===== src/design/flt_pkg.sv =====
// shared types, codes and constants of the field line tracer step
package flt_pkg;

    localparam int POS_W = 20;

    localparam logic [2:0] STATUS_STEPPED    = 3'd0;
    localparam logic [2:0] STATUS_NEAR       = 3'd1;
    localparam logic [2:0] STATUS_OUTSIDE    = 3'd2;
    localparam logic [2:0] STATUS_ZERO_FIELD = 3'd3;
    localparam logic [2:0] STATUS_ADDED      = 3'd4;
    localparam logic [2:0] STATUS_FULL       = 3'd5;

    localparam logic [1:0] REG_AREA_WIDTH   = 2'd0;
    localparam logic [1:0] REG_AREA_HEIGHT  = 2'd1;
    localparam logic [1:0] REG_PROBE_RADIUS = 2'd2;

    localparam logic [10:0] AREA_WIDTH_RST   = 11'd1440;
    localparam logic [10:0] AREA_HEIGHT_RST  = 11'd900;
    localparam logic [6:0]  PROBE_RADIUS_RST = 7'd5;

    typedef struct packed {
        logic               mode;
        logic signed [19:0] pos_x;
        logic signed [19:0] pos_y;
        logic               charge_pos;
        logic               backward;
    } item_t;

    typedef struct packed {
        logic [2:0]         status;
        logic signed [19:0] next_x;
        logic signed [19:0] next_y;
    } result_t;

    typedef struct packed {
        logic [10:0] area_width;
        logic [10:0] area_height;
        logic [6:0]  probe_radius;
    } cfg_t;

    typedef enum logic [4:0] {
        OP_NONE,
        OP_ADD,
        OP_START,
        OP_READ,
        OP_VEC,
        OP_SQ1,
        OP_SQ2,
        OP_SQSUM,
        OP_SQRT_INIT,
        OP_SQRT_STEP,
        OP_INV_INIT,
        OP_DIV_STEP,
        OP_INV_SAVE,
        OP_U_INIT,
        OP_MUL_LO,
        OP_MUL_HI,
        OP_ACC,
        OP_NEXT,
        OP_MAG,
        OP_NORM,
        OP_D_MUL,
        OP_D_INIT,
        OP_D_SAVE
    } dp_op_t;

    typedef struct packed {
        dp_op_t     op;
        logic       sel_y;
        logic       fin;
        logic       capture;
        logic       load_out;
        logic [2:0] status;
    } cmd_t;

    typedef struct packed {
        logic mode;
        logic area_ok;
        logic full;
        logic near;
        logic idx_end;
        logic cnt_last;
        logic zero_field;
        logic norm_ok;
    } flags_t;

    typedef enum logic [5:0] {
        ST_IDLE,
        ST_DISPATCH,
        ST_LOOPCHK,
        ST_READ,
        ST_VEC,
        ST_SQ1,
        ST_SQ2,
        ST_SQSUM,
        ST_NEAR,
        ST_SQRT,
        ST_INV_INIT,
        ST_INV_DIV,
        ST_INV_SAVE,
        ST_U_INIT,
        ST_U_DIV,
        ST_U_LO,
        ST_U_HI,
        ST_U_ACC,
        ST_NEXT,
        ST_MAG,
        ST_NORM,
        ST_F_SQ1,
        ST_F_SQ2,
        ST_F_SQSUM,
        ST_F_SQRT_INIT,
        ST_F_SQRT,
        ST_D_MUL,
        ST_D_INIT,
        ST_D_DIV,
        ST_D_SAVE,
        ST_DONE
    } state_t;

endpackage


===== src/design/flt_regs.sv =====
// configuration register file behind the apb port
module flt_regs (
    input  logic                clk,
    input  logic                rst_n,
    input  logic                psel,
    input  logic                penable,
    input  logic                pwrite,
    input  logic [3:0]          paddr,
    input  logic [31:0]         pwdata,
    output logic [31:0]         prdata,
    output logic                pready,
    output flt_pkg::cfg_t       cfg
);

    flt_pkg::cfg_t cfg_reg;
    logic          wr_en;

    assign pready = 1'b1;
    assign wr_en  = psel && penable && pwrite;
    assign cfg    = cfg_reg;

    always_ff @(posedge clk or negedge rst_n)
    begin
        if (!rst_n)
        begin
            cfg_reg.area_width   <= flt_pkg::AREA_WIDTH_RST;
            cfg_reg.area_height  <= flt_pkg::AREA_HEIGHT_RST;
            cfg_reg.probe_radius <= flt_pkg::PROBE_RADIUS_RST;
        end
        else if (wr_en)
        begin
            unique case (paddr[3:2])
                flt_pkg::REG_AREA_WIDTH:   cfg_reg.area_width   <= pwdata[10:0];
                flt_pkg::REG_AREA_HEIGHT:  cfg_reg.area_height  <= pwdata[10:0];
                flt_pkg::REG_PROBE_RADIUS: cfg_reg.probe_radius <= pwdata[6:0];
                default: ;
            endcase
        end
    end

    always_comb
    begin
        unique case (paddr[3:2])
            flt_pkg::REG_AREA_WIDTH:   prdata = 32'(cfg_reg.area_width);
            flt_pkg::REG_AREA_HEIGHT:  prdata = 32'(cfg_reg.area_height);
            flt_pkg::REG_PROBE_RADIUS: prdata = 32'(cfg_reg.probe_radius);
            default:                   prdata = '0;
        endcase
    end

endmodule


===== config.mk =====
export PLATFORM = sky130hd
export DESIGN_NAME = flt_regs
export DESIGN_NICKNAME = d
export VERILOG_FILES = /design/src/design/flt_pkg.sv /design/src/design/flt_regs.sv
export SDC_FILE = /design/constraint.sdc
export NUM_CORES = 1
export LEC_CHECK = 0
export ABC_CLOCK_PERIOD_IN_PS = 1800
export BUFFER_PORTS_ARGS = -buffer_cell sky130_fd_sc_hd__clkbuf_2
export CORE_ASPECT_RATIO = 0.7
export CORE_UTILIZATION = 41
export DETAILED_ROUTE_END_ITERATION = 16
export GPL_ROUTABILITY_DRIVEN = 1
export PLACE_DENSITY = 0.91
export SLEW_MARGIN = 0
export SYNTH_ARGS = -nofsm -noshare
export SYNTH_HDL_FRONTEND = slang
export SYNTH_SLANG_ARGS = --single-unit

===== constraint.sdc =====
create_clock -name clk -period 1.8 [get_ports clk]
set_clock_uncertainty 0.05 [all_clocks]
set_input_delay 0.45 -clock clk [delete_from_list [all_inputs] [get_ports clk]]
set_output_delay 0.45 -clock clk [all_outputs]
set_load 0.005 [all_outputs]

==> qor.yml <==
cells_and_area:
  post-route-util: 0.562
  nets: 232
  finalInstanceArea_um2: 2000
  syn_to_final_growth_pct: 30.1
  num_antenna_cells: 0
  largest_register_ffs: 29
  layout-drive-gt1-share: 0.630
timing:
  fmax_mhz: 589
  period_share: 0.943
  worstMarginPinSlew_ns: 0.719
  slew_headroom: 0.521
  finalSetupViolations: 0
  rsz0062_at_grt: "false"
  hold_violations: 0
  finalMaxSlewViolations: 0
  setup_tns_ns: 0
  post-route-min-period_ns: 1.70
route:
  drt-wirelength-per-cell_um: 13.0
  drt-met1-wl_um: 1410
  vias: 1070
  drc: 0
  drt_iter0_markers: 18
  via_per_inst: 4.42
  first_pass_iters: 4
  drt_wl_total_um: 3140
  met3_length_um: 229
  top_layer_used: "met4"
  routed-wl-met2_um: 1480
  ant_nets: 0
logic_synthesis:
  synthFlopType: "dfrtp_1"
  yosys_warnings: 0
  synth_top_area_frac: 0.309
  syn_avg_cell_area_um2: 12.7
  yosys.cell_types.count: 18
  synth-seq-cells: 29
  synth.area.top_cells: "dfrtp_1, dfstp_2, mux2_2"
  synth_edf_count: 0
  async_flop_share: 1.00
  ys_seq_area_frac: 0.480
  synth_area_leader_cell: "dfrtp_1"
  synth.most_common_cell: "buf_4"
  syn_inst: 121
  syn_area_um2: 1540
  synth_common_cells: "buf_4, dfrtp_1, mux2_2"
critical_path:
  r2r_slack_ns: 0.97
  cp_data_required_time_ns: 1.30
  r2r_cells: 1
  crit_path_end_kind: "primary output"
  cp-startpoint: "cfg[9]$_DFFE_PN1P_"
  startpoint_type: "flip-flop"
  arrival_ns: 1.20
  r2r_start: "cfg[8]$_DFFE_PN0P_"
  crit_fanout: 3
  rr_endpoint: "cfg[8]$_DFFE_PN0P_"
  crit_type: "reg -> out"
  crit_end: "prdata[2]"
grt:
  grt_remaining_overflow: 0
  grt_max_degree: 30
  grt_usage: 0.170
  grt_pass1_wl_um: 4770
  grt_pass1_vias: 1050
  antenna_found_initial: 0
clocking:
  insertion_delay_ns: 0.28
  ctsHoldBuffers: 0
  postCtsSetupBuffers: 0
  cts_buffers: 5
  clk_pin_slew_ns: 0.07
  cts_tree: "done"
  cts_resized: 0
  clk_path_buf_depth: 2
  cts_root_buf: "clkbuf_8"
  cts_max_level: 2
  clock_sinks: 29
power:
  swShare: 0.266
  ir_drop_v: 0.000639
  clkPwrFrac: 0.316
  p_int_w: 0.00163
  switchingPower_w: 0.000588
  p_leak_nw: 1.05
  p_seq_frac: 0.436
  power_density_nw_per_um2: 1110
  power_frac_comb: 0.249
placed_design:
  dpl.hpwl_um: 2400
  portBuffers: 57
  place_area_um2: 1880
  gp_congestion: 0.675
floorplan:
  coreArea_um2: 3560
  io_pins: 103
  start_util: 0.432
  die-area_um2: 4000
  rows: 18
  die_h_um: 53.2
  die_w_um: 75.2
run_status:
  outcome: "completed"
job:
  drv_cap: 0
min_path:
  hp-class: "in -> async"
[layout by cell type, fill, tap and decap left out]
cell type | synthesis | final
conb_1 | 2 | 22
nand2_1 | 7 | 7
dfstp_2 | 10 | 10
nor2_1 | 4 | 4
nor3_2 | 0 | 1
clkbuf_8 | 0 | 6
nor2b_2 | 0 | 1
clkbuf_2 | 0 | 57
dfrtp_1 | 19 | 19
mux2_2 | 19 | 19
nand3_2 | 1 | 1
o21ai_0 | 7 | 7
or3b_1 | 1 | 1
clkinvlp_4 | 0 | 1
nor3b_2 | 1 | 1
buf_4 | 23 | 12
mux2i_1 | 11 | 11
buf_12 | 0 | 1
bufinv_16 | 0 | 1
mux2_4 | 10 | 10
[layout make-up]
class,instances,area [um^2]
multi-input combinational,85,683
fill,327,1560
clock inverter,2,37.5
tap,50,62.6
timing repair buffer,70,395
clock buffer,6,82.6
sequential,29,738
[logic make-up after synthesis]
| family | count (synthesis) | synth area share |
|---|---|---|
| other | 2 | 0.00489 |
| AOI/OAI and AO/OA | 7 | 0.0228 |
| buffers and inverters | 27 | 0.129 |
| DFF | 29 | 0.480 |
| muxes | 40 | 0.309 |
| and+or+nand+nor | 16 | 0.0546 |
[through the flow]
step	setup slack, ns	power [W]	hold WS (ns)	std cells
6_report	0.103	0.00221	0.161	242
5_1_grt	0.0175	0.00234	0.203	242
4_1_cts	0.0759	0.00224	0.176	242
3_5_place_dp	0.0876	0.00153	0.472	234
3_3_place_gp	0.0850	0.00151	0.465	234
2_1_floorplan	0.195	0.00127	0.104	141
[worst min path at each step]
stage | to | slack, ns | depth (start not counted) | start
floorplan | cfg[10]$_DFFE_PN0P_ | 0.10 | 0 | rst_n
global placement | cfg[21]$_DFFE_PN0P_ | 0.47 | 1 | rst_n
detailed placement | cfg[19]$_DFFE_PN0P_ | 0.47 | 1 | cfg[19]$_DFFE_PN0P_
CTS | cfg[21]$_DFFE_PN0P_ | 0.18 | 1 | rst_n
global route | cfg[10]$_DFFE_PN0P_ | 0.20 | 1 | rst_n
finish | cfg[21]$_DFFE_PN0P_ | 0.16 | 1 | rst_n
[power groups by stage]
stage               Sequential, W  Clock [W]  Combinational (W)
floorplan                0.000969          0           0.000297
global placement         0.000963          0           0.000543
detailed placement       0.000975          0           0.000557
CTS                      0.000965   0.000718           0.000558
global route             0.000988   0.000730           0.000619
finish                   0.000965   0.000699           0.000550
[layer usage]
layer | global-route usage | vias to the layer above
met3 | 0.0724 | 2
met4 | 0.0463 | 0
met1 | 0.203 | 509
li1 | - | 514
met5 | 0 | -
met2 | 0.282 | 45
[critical path, stage by stage (launching register included)]
cell and delay (ns):
dfstp_2 0.55, mux2i_1 0.07, o21ai_0 0.17, clkbuf_2 0.14
Power figures use the tool's default switching activity.
