File: config.mk
export PLATFORM = sky130hd
export DESIGN_NAME = flt_ctrl
export DESIGN_NICKNAME = d
export VERILOG_FILES = /design/src/design/flt_pkg.sv /design/src/design/flt_ctrl.sv
export SDC_FILE = /design/constraint.sdc
export NUM_CORES = 1
export LEC_CHECK = 0
export BUFFER_PORTS_ARGS = -buffer_cell sky130_fd_sc_hd__buf_2
export CORE_UTILIZATION = 30
export CTS_CLUSTER_DIAMETER = 30
export DETAILED_ROUTE_END_ITERATION = 8
export PLACE_DENSITY = 0.52
export SLEW_MARGIN = 20
export SYNTH_ARGS = -nofsm -noshare
export SYNTH_HDL_FRONTEND = slang
export SYNTH_SLANG_ARGS = --single-unit
export TNS_END_PERCENT = 100
File: constraint.sdc
create_clock -name clk -period 2.6 [get_ports clk]
set_input_delay 0 -clock clk [delete_from_list [all_inputs] [get_ports clk]]
set_output_delay 0 -clock clk [all_outputs]
set_load 0.01 [all_outputs]
File: src/design/flt_pkg.sv
// shared types, codes and constants of the field line tracer step
package flt_pkg;

    localparam int POS_W = 20;

    localparam logic [2:0] STATUS_STEPPED    = 3'd0;
    localparam logic [2:0] STATUS_NEAR       = 3'd1;
    localparam logic [2:0] STATUS_OUTSIDE    = 3'd2;
    localparam logic [2:0] STATUS_ZERO_FIELD = 3'd3;
    localparam logic [2:0] STATUS_ADDED      = 3'd4;
    localparam logic [2:0] STATUS_FULL       = 3'd5;

    localparam logic [1:0] REG_AREA_WIDTH   = 2'd0;
    localparam logic [1:0] REG_AREA_HEIGHT  = 2'd1;
    localparam logic [1:0] REG_PROBE_RADIUS = 2'd2;

    localparam logic [10:0] AREA_WIDTH_RST   = 11'd1440;
    localparam logic [10:0] AREA_HEIGHT_RST  = 11'd900;
    localparam logic [6:0]  PROBE_RADIUS_RST = 7'd5;

    typedef struct packed {
        logic               mode;
        logic signed [19:0] pos_x;
        logic signed [19:0] pos_y;
        logic               charge_pos;
        logic               backward;
    } item_t;

    typedef struct packed {
        logic [2:0]         status;
        logic signed [19:0] next_x;
        logic signed [19:0] next_y;
    } result_t;

    typedef struct packed {
        logic [10:0] area_width;
        logic [10:0] area_height;
        logic [6:0]  probe_radius;
    } cfg_t;

    typedef enum logic [4:0] {
        OP_NONE,
        OP_ADD,
        OP_START,
        OP_READ,
        OP_VEC,
        OP_SQ1,
        OP_SQ2,
        OP_SQSUM,
        OP_SQRT_INIT,
        OP_SQRT_STEP,
        OP_INV_INIT,
        OP_DIV_STEP,
        OP_INV_SAVE,
        OP_U_INIT,
        OP_MUL_LO,
        OP_MUL_HI,
        OP_ACC,
        OP_NEXT,
        OP_MAG,
        OP_NORM,
        OP_D_MUL,
        OP_D_INIT,
        OP_D_SAVE
    } dp_op_t;

    typedef struct packed {
        dp_op_t     op;
        logic       sel_y;
        logic       fin;
        logic       capture;
        logic       load_out;
        logic [2:0] status;
    } cmd_t;

    typedef struct packed {
        logic mode;
        logic area_ok;
        logic full;
        logic near;
        logic idx_end;
        logic cnt_last;
        logic zero_field;
        logic norm_ok;
    } flags_t;

    typedef enum logic [5:0] {
        ST_IDLE,
        ST_DISPATCH,
        ST_LOOPCHK,
        ST_READ,
        ST_VEC,
        ST_SQ1,
        ST_SQ2,
        ST_SQSUM,
        ST_NEAR,
        ST_SQRT,
        ST_INV_INIT,
        ST_INV_DIV,
        ST_INV_SAVE,
        ST_U_INIT,
        ST_U_DIV,
        ST_U_LO,
        ST_U_HI,
        ST_U_ACC,
        ST_NEXT,
        ST_MAG,
        ST_NORM,
        ST_F_SQ1,
        ST_F_SQ2,
        ST_F_SQSUM,
        ST_F_SQRT_INIT,
        ST_F_SQRT,
        ST_D_MUL,
        ST_D_INIT,
        ST_D_DIV,
        ST_D_SAVE,
        ST_DONE
    } state_t;

endpackage

File: src/design/flt_ctrl.sv
// controller state machine sequencing the datapath
module flt_ctrl (
    input  logic            clk,
    input  logic            rst_n,
    input  logic            item_valid,
    output logic            item_ready,
    output logic            result_valid,
    input  logic            result_ready,
    input  flt_pkg::flags_t flags,
    output flt_pkg::cmd_t   cmd
);

    flt_pkg::state_t state_reg, state_next;
    logic            sel_reg, sel_next;
    logic [2:0]      status_reg, status_next;
    logic            out_valid_reg, out_valid_next;

    always_ff @(posedge clk or negedge rst_n)
    begin
        if (!rst_n)
        begin
            state_reg     <= flt_pkg::ST_IDLE;
            sel_reg       <= 1'b0;
            status_reg    <= flt_pkg::STATUS_STEPPED;
            out_valid_reg <= 1'b0;
        end
        else
        begin
            state_reg     <= state_next;
            sel_reg       <= sel_next;
            status_reg    <= status_next;
            out_valid_reg <= out_valid_next;
        end
    end

    always_comb
    begin
        state_next  = state_reg;
        sel_next    = sel_reg;
        status_next = status_reg;
        item_ready  = 1'b0;
        cmd.op       = flt_pkg::OP_NONE;
        cmd.sel_y    = sel_reg;
        cmd.fin      = 1'b0;
        cmd.capture  = 1'b0;
        cmd.load_out = 1'b0;
        cmd.status   = status_reg;
        out_valid_next = out_valid_reg && !result_ready;

        unique case (state_reg)
            flt_pkg::ST_IDLE:
            begin
                item_ready  = 1'b1;
                cmd.capture = item_valid;
                if (item_valid)
                begin
                    state_next = flt_pkg::ST_DISPATCH;
                end
            end
            flt_pkg::ST_DISPATCH:
            begin
                state_next = flt_pkg::ST_DONE;
                if (!flags.mode)
                begin
                    if (flags.full)
                    begin
                        status_next = flt_pkg::STATUS_FULL;
                    end
                    else
                    begin
                        cmd.op      = flt_pkg::OP_ADD;
                        status_next = flt_pkg::STATUS_ADDED;
                    end
                end
                else if (!flags.area_ok)
                begin
                    status_next = flt_pkg::STATUS_OUTSIDE;
                end
                else
                begin
                    cmd.op     = flt_pkg::OP_START;
                    state_next = flt_pkg::ST_LOOPCHK;
                end
            end
            flt_pkg::ST_LOOPCHK:
            begin
                if (!flags.idx_end)
                begin
                    state_next = flt_pkg::ST_READ;
                end
                else if (flags.zero_field)
                begin
                    status_next = flt_pkg::STATUS_ZERO_FIELD;
                    state_next  = flt_pkg::ST_DONE;
                end
                else
                begin
                    state_next = flt_pkg::ST_MAG;
                end
            end
            flt_pkg::ST_READ:
            begin
                cmd.op     = flt_pkg::OP_READ;
                state_next = flt_pkg::ST_VEC;
            end
            flt_pkg::ST_VEC:
            begin
                cmd.op     = flt_pkg::OP_VEC;
                state_next = flt_pkg::ST_SQ1;
            end
            flt_pkg::ST_SQ1:
            begin
                cmd.op     = flt_pkg::OP_SQ1;
                state_next = flt_pkg::ST_SQ2;
            end
            flt_pkg::ST_SQ2:
            begin
                cmd.op     = flt_pkg::OP_SQ2;
                state_next = flt_pkg::ST_SQSUM;
            end
            flt_pkg::ST_SQSUM:
            begin
                cmd.op     = flt_pkg::OP_SQSUM;
                state_next = flt_pkg::ST_NEAR;
            end
            flt_pkg::ST_NEAR:
            begin
                if (flags.near)
                begin
                    status_next = flt_pkg::STATUS_NEAR;
                    state_next  = flt_pkg::ST_DONE;
                end
                else
                begin
                    cmd.op     = flt_pkg::OP_SQRT_INIT;
                    state_next = flt_pkg::ST_SQRT;
                end
            end
            flt_pkg::ST_SQRT:
            begin
                cmd.op = flt_pkg::OP_SQRT_STEP;
                if (flags.cnt_last)
                begin
                    state_next = flt_pkg::ST_INV_INIT;
                end
            end
            flt_pkg::ST_INV_INIT:
            begin
                cmd.op     = flt_pkg::OP_INV_INIT;
                state_next = flt_pkg::ST_INV_DIV;
            end
            flt_pkg::ST_INV_DIV:
            begin
                cmd.op = flt_pkg::OP_DIV_STEP;
                if (flags.cnt_last)
                begin
                    state_next = flt_pkg::ST_INV_SAVE;
                end
            end
            flt_pkg::ST_INV_SAVE:
            begin
                cmd.op     = flt_pkg::OP_INV_SAVE;
                state_next = flt_pkg::ST_U_INIT;
            end
            flt_pkg::ST_U_INIT:
            begin
                cmd.op     = flt_pkg::OP_U_INIT;
                state_next = flt_pkg::ST_U_DIV;
            end
            flt_pkg::ST_U_DIV:
            begin
                cmd.op = flt_pkg::OP_DIV_STEP;
                if (flags.cnt_last)
                begin
                    state_next = flt_pkg::ST_U_LO;
                end
            end
            flt_pkg::ST_U_LO:
            begin
                cmd.op     = flt_pkg::OP_MUL_LO;
                state_next = flt_pkg::ST_U_HI;
            end
            flt_pkg::ST_U_HI:
            begin
                cmd.op     = flt_pkg::OP_MUL_HI;
                state_next = flt_pkg::ST_U_ACC;
            end
            flt_pkg::ST_U_ACC:
            begin
                cmd.op   = flt_pkg::OP_ACC;
                sel_next = !sel_reg;
                state_next = sel_reg ? flt_pkg::ST_NEXT : flt_pkg::ST_U_INIT;
            end
            flt_pkg::ST_NEXT:
            begin
                cmd.op     = flt_pkg::OP_NEXT;
                state_next = flt_pkg::ST_LOOPCHK;
            end
            flt_pkg::ST_MAG:
            begin
                cmd.op     = flt_pkg::OP_MAG;
                state_next = flt_pkg::ST_NORM;
            end
            flt_pkg::ST_NORM:
            begin
                if (flags.norm_ok)
                begin
                    state_next = flt_pkg::ST_F_SQ1;
                end
                else
                begin
                    cmd.op = flt_pkg::OP_NORM;
                end
            end
            flt_pkg::ST_F_SQ1:
            begin
                cmd.op     = flt_pkg::OP_SQ1;
                cmd.fin    = 1'b1;
                state_next = flt_pkg::ST_F_SQ2;
            end
            flt_pkg::ST_F_SQ2:
            begin
                cmd.op     = flt_pkg::OP_SQ2;
                cmd.fin    = 1'b1;
                state_next = flt_pkg::ST_F_SQSUM;
            end
            flt_pkg::ST_F_SQSUM:
            begin
                cmd.op     = flt_pkg::OP_SQSUM;
                cmd.fin    = 1'b1;
                state_next = flt_pkg::ST_F_SQRT_INIT;
            end
            flt_pkg::ST_F_SQRT_INIT:
            begin
                cmd.op     = flt_pkg::OP_SQRT_INIT;
                state_next = flt_pkg::ST_F_SQRT;
            end
            flt_pkg::ST_F_SQRT:
            begin
                cmd.op = flt_pkg::OP_SQRT_STEP;
                if (flags.cnt_last)
                begin
                    state_next = flt_pkg::ST_D_MUL;
                end
            end
            flt_pkg::ST_D_MUL:
            begin
                cmd.op     = flt_pkg::OP_D_MUL;
                state_next = flt_pkg::ST_D_INIT;
            end
            flt_pkg::ST_D_INIT:
            begin
                cmd.op     = flt_pkg::OP_D_INIT;
                state_next = flt_pkg::ST_D_DIV;
            end
            flt_pkg::ST_D_DIV:
            begin
                cmd.op = flt_pkg::OP_DIV_STEP;
                if (flags.cnt_last)
                begin
                    state_next = flt_pkg::ST_D_SAVE;
                end
            end
            flt_pkg::ST_D_SAVE:
            begin
                cmd.op   = flt_pkg::OP_D_SAVE;
                sel_next = !sel_reg;
                if (sel_reg)
                begin
                    status_next = flt_pkg::STATUS_STEPPED;
                    state_next  = flt_pkg::ST_DONE;
                end
                else
                begin
                    state_next = flt_pkg::ST_D_MUL;
                end
            end
            flt_pkg::ST_DONE:
            begin
                if (!out_valid_reg || result_ready)
                begin
                    cmd.load_out   = 1'b1;
                    out_valid_next = 1'b1;
                    state_next     = flt_pkg::ST_IDLE;
                end
            end
            default:
            begin
                state_next = flt_pkg::ST_IDLE;
            end
        endcase
    end

    assign result_valid = out_valid_reg;

`ifndef SYNTHESIS
    // a waiting result is never overwritten
    assert property (@(posedge clk) disable iff (!rst_n)
        cmd.load_out |-> (!out_valid_reg || result_ready))
        else $error("result overwritten before transfer");

    // an accepted item always starts work
    assert property (@(posedge clk) disable iff (!rst_n)
        (item_valid && item_ready) |=> (state_reg == flt_pkg::ST_DISPATCH))
        else $error("accepted item not dispatched");

    // a result appears only from the completion state
    assert property (@(posedge clk) disable iff (!rst_n)
        $rose(out_valid_reg) |-> $past(state_reg == flt_pkg::ST_DONE))
        else $error("result raised outside completion");

    // axis select is back on x whenever a new item is taken
    assert property (@(posedge clk) disable iff (!rst_n)
        (state_reg == flt_pkg::ST_IDLE) |-> !sel_reg)
        else $error("axis select left on y");
`endif

endmodule

==> metrics.md <==
| Metric | Value |
|---|---|
| Worst hold path class | `in -> reg` |
| Critical path peak fanout | `13` |
| Seq pwr share | `19.7%` |
| Core area | `0.00372 mm²` |
| Worst Path Arrival | `2330 ps` |
| Max Clock Skew | `0.795 ps` |
| Mean Syn Cell Area | `7.21 µm²` |
| Slew Viols, Final | `0` |
| Hold_sp | `result_ready` |
| Power share of the combinational group | `70.9%` |
| Sequential fraction of the synthesis area | `21.2%` |
| R2r setup slk | `390 ps` |
| Row count | `22` |
| Worst Max-Slew Pin Slew | `497 ps` |
| Area share of the largest cell type after synthesis | `21.2%` |
| Area delta synth->final | `20.1%` |
| Clk pwr share | `9.5%` |
| R2r worst-path depth | `5` |
| Critical path class | `reg -> reg` |
| Die Wd | `64.8 µm` |
| Layout cells sized above 1 | `22.5%` |
| Pin count of the biggest net entering global routing | `19` |
| Most numerous cell in the Yosys netlist | `nand2_1` |
| Total die area | `0.00420 mm²` |
| Final period utilization | `84.8%` |
| Post-synth EDFFs | `0` |
| Area of the mapped netlist | `0.00118 mm²` |
| Ports | `26` |
| First DRT Iteration DRCs | `99` |
| Clk buf depth | `2` |
| Final-report setup violation count | `0` |
| CTS tree | `built` |
| Final nets | `200` |
| Final hold vios | `0` |
| Peak supply drop | `0.450 mV` |
| Ys Warns | `0` |
| Total track usage | `19.6%` |
| Pwr Density | `1490 mW/mm²` |
| Reg-to-reg startpoint | `state_reg[4]` |
| Worst path cell trace | `and2_1 -> a22o_1 -> a21oi_1 -> or4_4 -> mux2_4` |
| Die H | `64.8 µm` |
| Vias in the first global route | `1337` |
| Top cells by count, synth | `18 x nand2_1, 14 x a21oi_1, 12 x nor2_1, 10 x dfrtp_1, 9 x nor2b_1` |
| Max Fclk | `0.453 GHz` |
| Routed wire length | `3950 µm` |
| Setup_tns | `0 ps` |
| Synth Flop Type | `dfrtp_1` |
| Synthesized instance count | `164` |
| Avg WL per Cell | `16.8 µm` |
| #FFs+latches synth | `10` |
| Clock root buffer master | `clkbuf_8` |
| H-tree depth | `1` |
| PortBufs | `25` |
| Post-DR vias/cell | `6.00` |
| Vias | `1411` |
| Cell taking the most area after synthesis | `dfrtp_1` |
| Worst-path clk slew | `50 ps` |
| RSZ-0062 raised after global routing | `no` |
| Hold depth | `3` |
| Global-route wire length before repair | `6410 µm` |
| Final Critical Period | `2210 ps` |
| Grt total ovfl | `0` |
| Initial core utilization | `31.8%` |
| Slew HR | `66.0%` |
| Drt first pass iters | `4` |
| Reg-to-Reg End | `status_reg[2]` |
| Diode count | `0` |
| Synth unique cells | `53` |
| Clock sink count | `10` |
| Hold Path End | `result_valid` |
| Drt drc | `0` |
| Switch share | `52.4%` |
| Antenna Violating Nets Remaining | `0` |
| Post-layout util | `38.2%` |
| Max Cap Viol | `0` |
| Worst Setup End Kind | `register` |
| Max reg flops | `5` |
| P_int | `1.01 mW` |
| RD Place Congestion | `1.04` |
| Net Count, Synth | `176` |
| Post-synth ARST share | `100%` |
| Slowest cell on crit path | `dfrtp_1` |
| Status | `complete, no violations` |
| Dpl hpwl | `2980 µm` |
| Synth top area cells | `dfrtp_1 21%, a21oi_1 5.9%, nand2_1 5.7%` |
| Initial antenna violation count | `0` |
| Crit path required time | `2720 ps` |
| Sw power | `1.10 mW` |
| Crit-path max cell delay | `610 ps` |
| Crit path launch type | `register` |
| Setup bufs post-CTS | `0` |
| CTS buffer count | `3` |
| Clk_lat worst skew | `240 ps` |
| Lkg Pwr | `0.651 nW` |
-- layer usage --
metal	track usage, %	vias up	share of wire [%]
met1	25.1	656	42
li1	-	651	-
met4	10.3	0	3.3
met3	2.46	16	8.0
met5	0	-	0
met2	31.8	88	47
-- kinds of logic after synthesis --
| logic type | after synthesis | synth area share [%] |
|---|---|---|
| AND/OR/NAND/NOR | 65 | 29.7 |
| flip-flops | 10 | 21.2 |
| buffers and inverters | 21 | 7.72 |
| XOR/XNOR | 4 | 2.96 |
| AO/OA/AOI/OAI | 60 | 34.1 |
| multiplexers | 4 | 4.34 |
-- through the flow --
stage          setup slack, ps  cell area, µm²  hold WS (ps)  total power [mW]  std cells
2_1_floorplan              660            1180          -296              1.46        164
3_3_place_gp               470            1360          -117              1.91        230
3_5_place_dp               434            1360          -117              1.88        230
4_1_cts                    417            1420          87.0              2.09        235
5_1_grt                    315            1420          97.4              2.28        235
6_report                   395            1420          92.6              2.11        235
-- power by group through the flow --
stage	Combinational (mW)	Sequential, mW	Clock, mW
floorplan	1.13	0.321	0
global placement	1.50	0.408	0
detailed placement	1.47	0.410	0
CTS	1.48	0.410	0.203
global route	1.64	0.427	0.210
finish	1.50	0.415	0.200
-- worst max-delay path by stage --
stage	start	end	depth (start not counted)
6_report	state_reg[4]	status_reg[2]	5
5_1_grt	state_reg[4]	status_reg[2]	5
4_1_cts	state_reg[4]	status_reg[2]	5
3_5_place_dp	state_reg[4]	status_reg[2]	5
3_3_place_gp	state_reg[4]	status_reg[2]	5
2_1_floorplan	state_reg[3]	status_reg[1]	6
-- area by class of cell --
cell class / count / area (µm²)
inverters: 7 / 26.3
well taps: 48 / 60.1
fillers: 402 / 2300
multi-input cells: 133 / 841
clock buffers: 4 / 55.1
flip-flops and latches: 10 / 250
repair buffers: 33 / 188
-- placed cells by master, fill, tap and decap left out, types with 3 or more instances in the layout --
| cell | instances |
|---|---|
| and3_1 | 3 |
| buf_4 | 7 |
| inv_1 | 6 |
| nor2_1 | 12 |
| nand2b_1 | 3 |
| a31oi_1 | 5 |
| nor3_1 | 5 |
| nor2b_1 | 9 |
| clkbuf_8 | 4 |
| nand2_1 | 18 |
| buf_2 | 25 |
| o21ai_0 | 7 |
| a221oi_1 | 3 |
| o21ai_1 | 6 |
| a21oi_1 | 14 |
| dfrtp_1 | 10 |
-- repair_timing --
action | 4_1_cts | 5_1_grt
hold buffers | 1 | 0
hold endpoints to repair | 10 | 0
gates resized for setup | 0 | 0
-- critical path: cells and delay by family, from the launching register on --
family | cells | cell delay (ps)
AOI/OAI and AO/OA | 2 | 230
and+or+nand+nor | 2 | 930
muxes | 1 | 310
DFF | 1 | 610
Note: power is estimated with default switching activity, not from simulation.
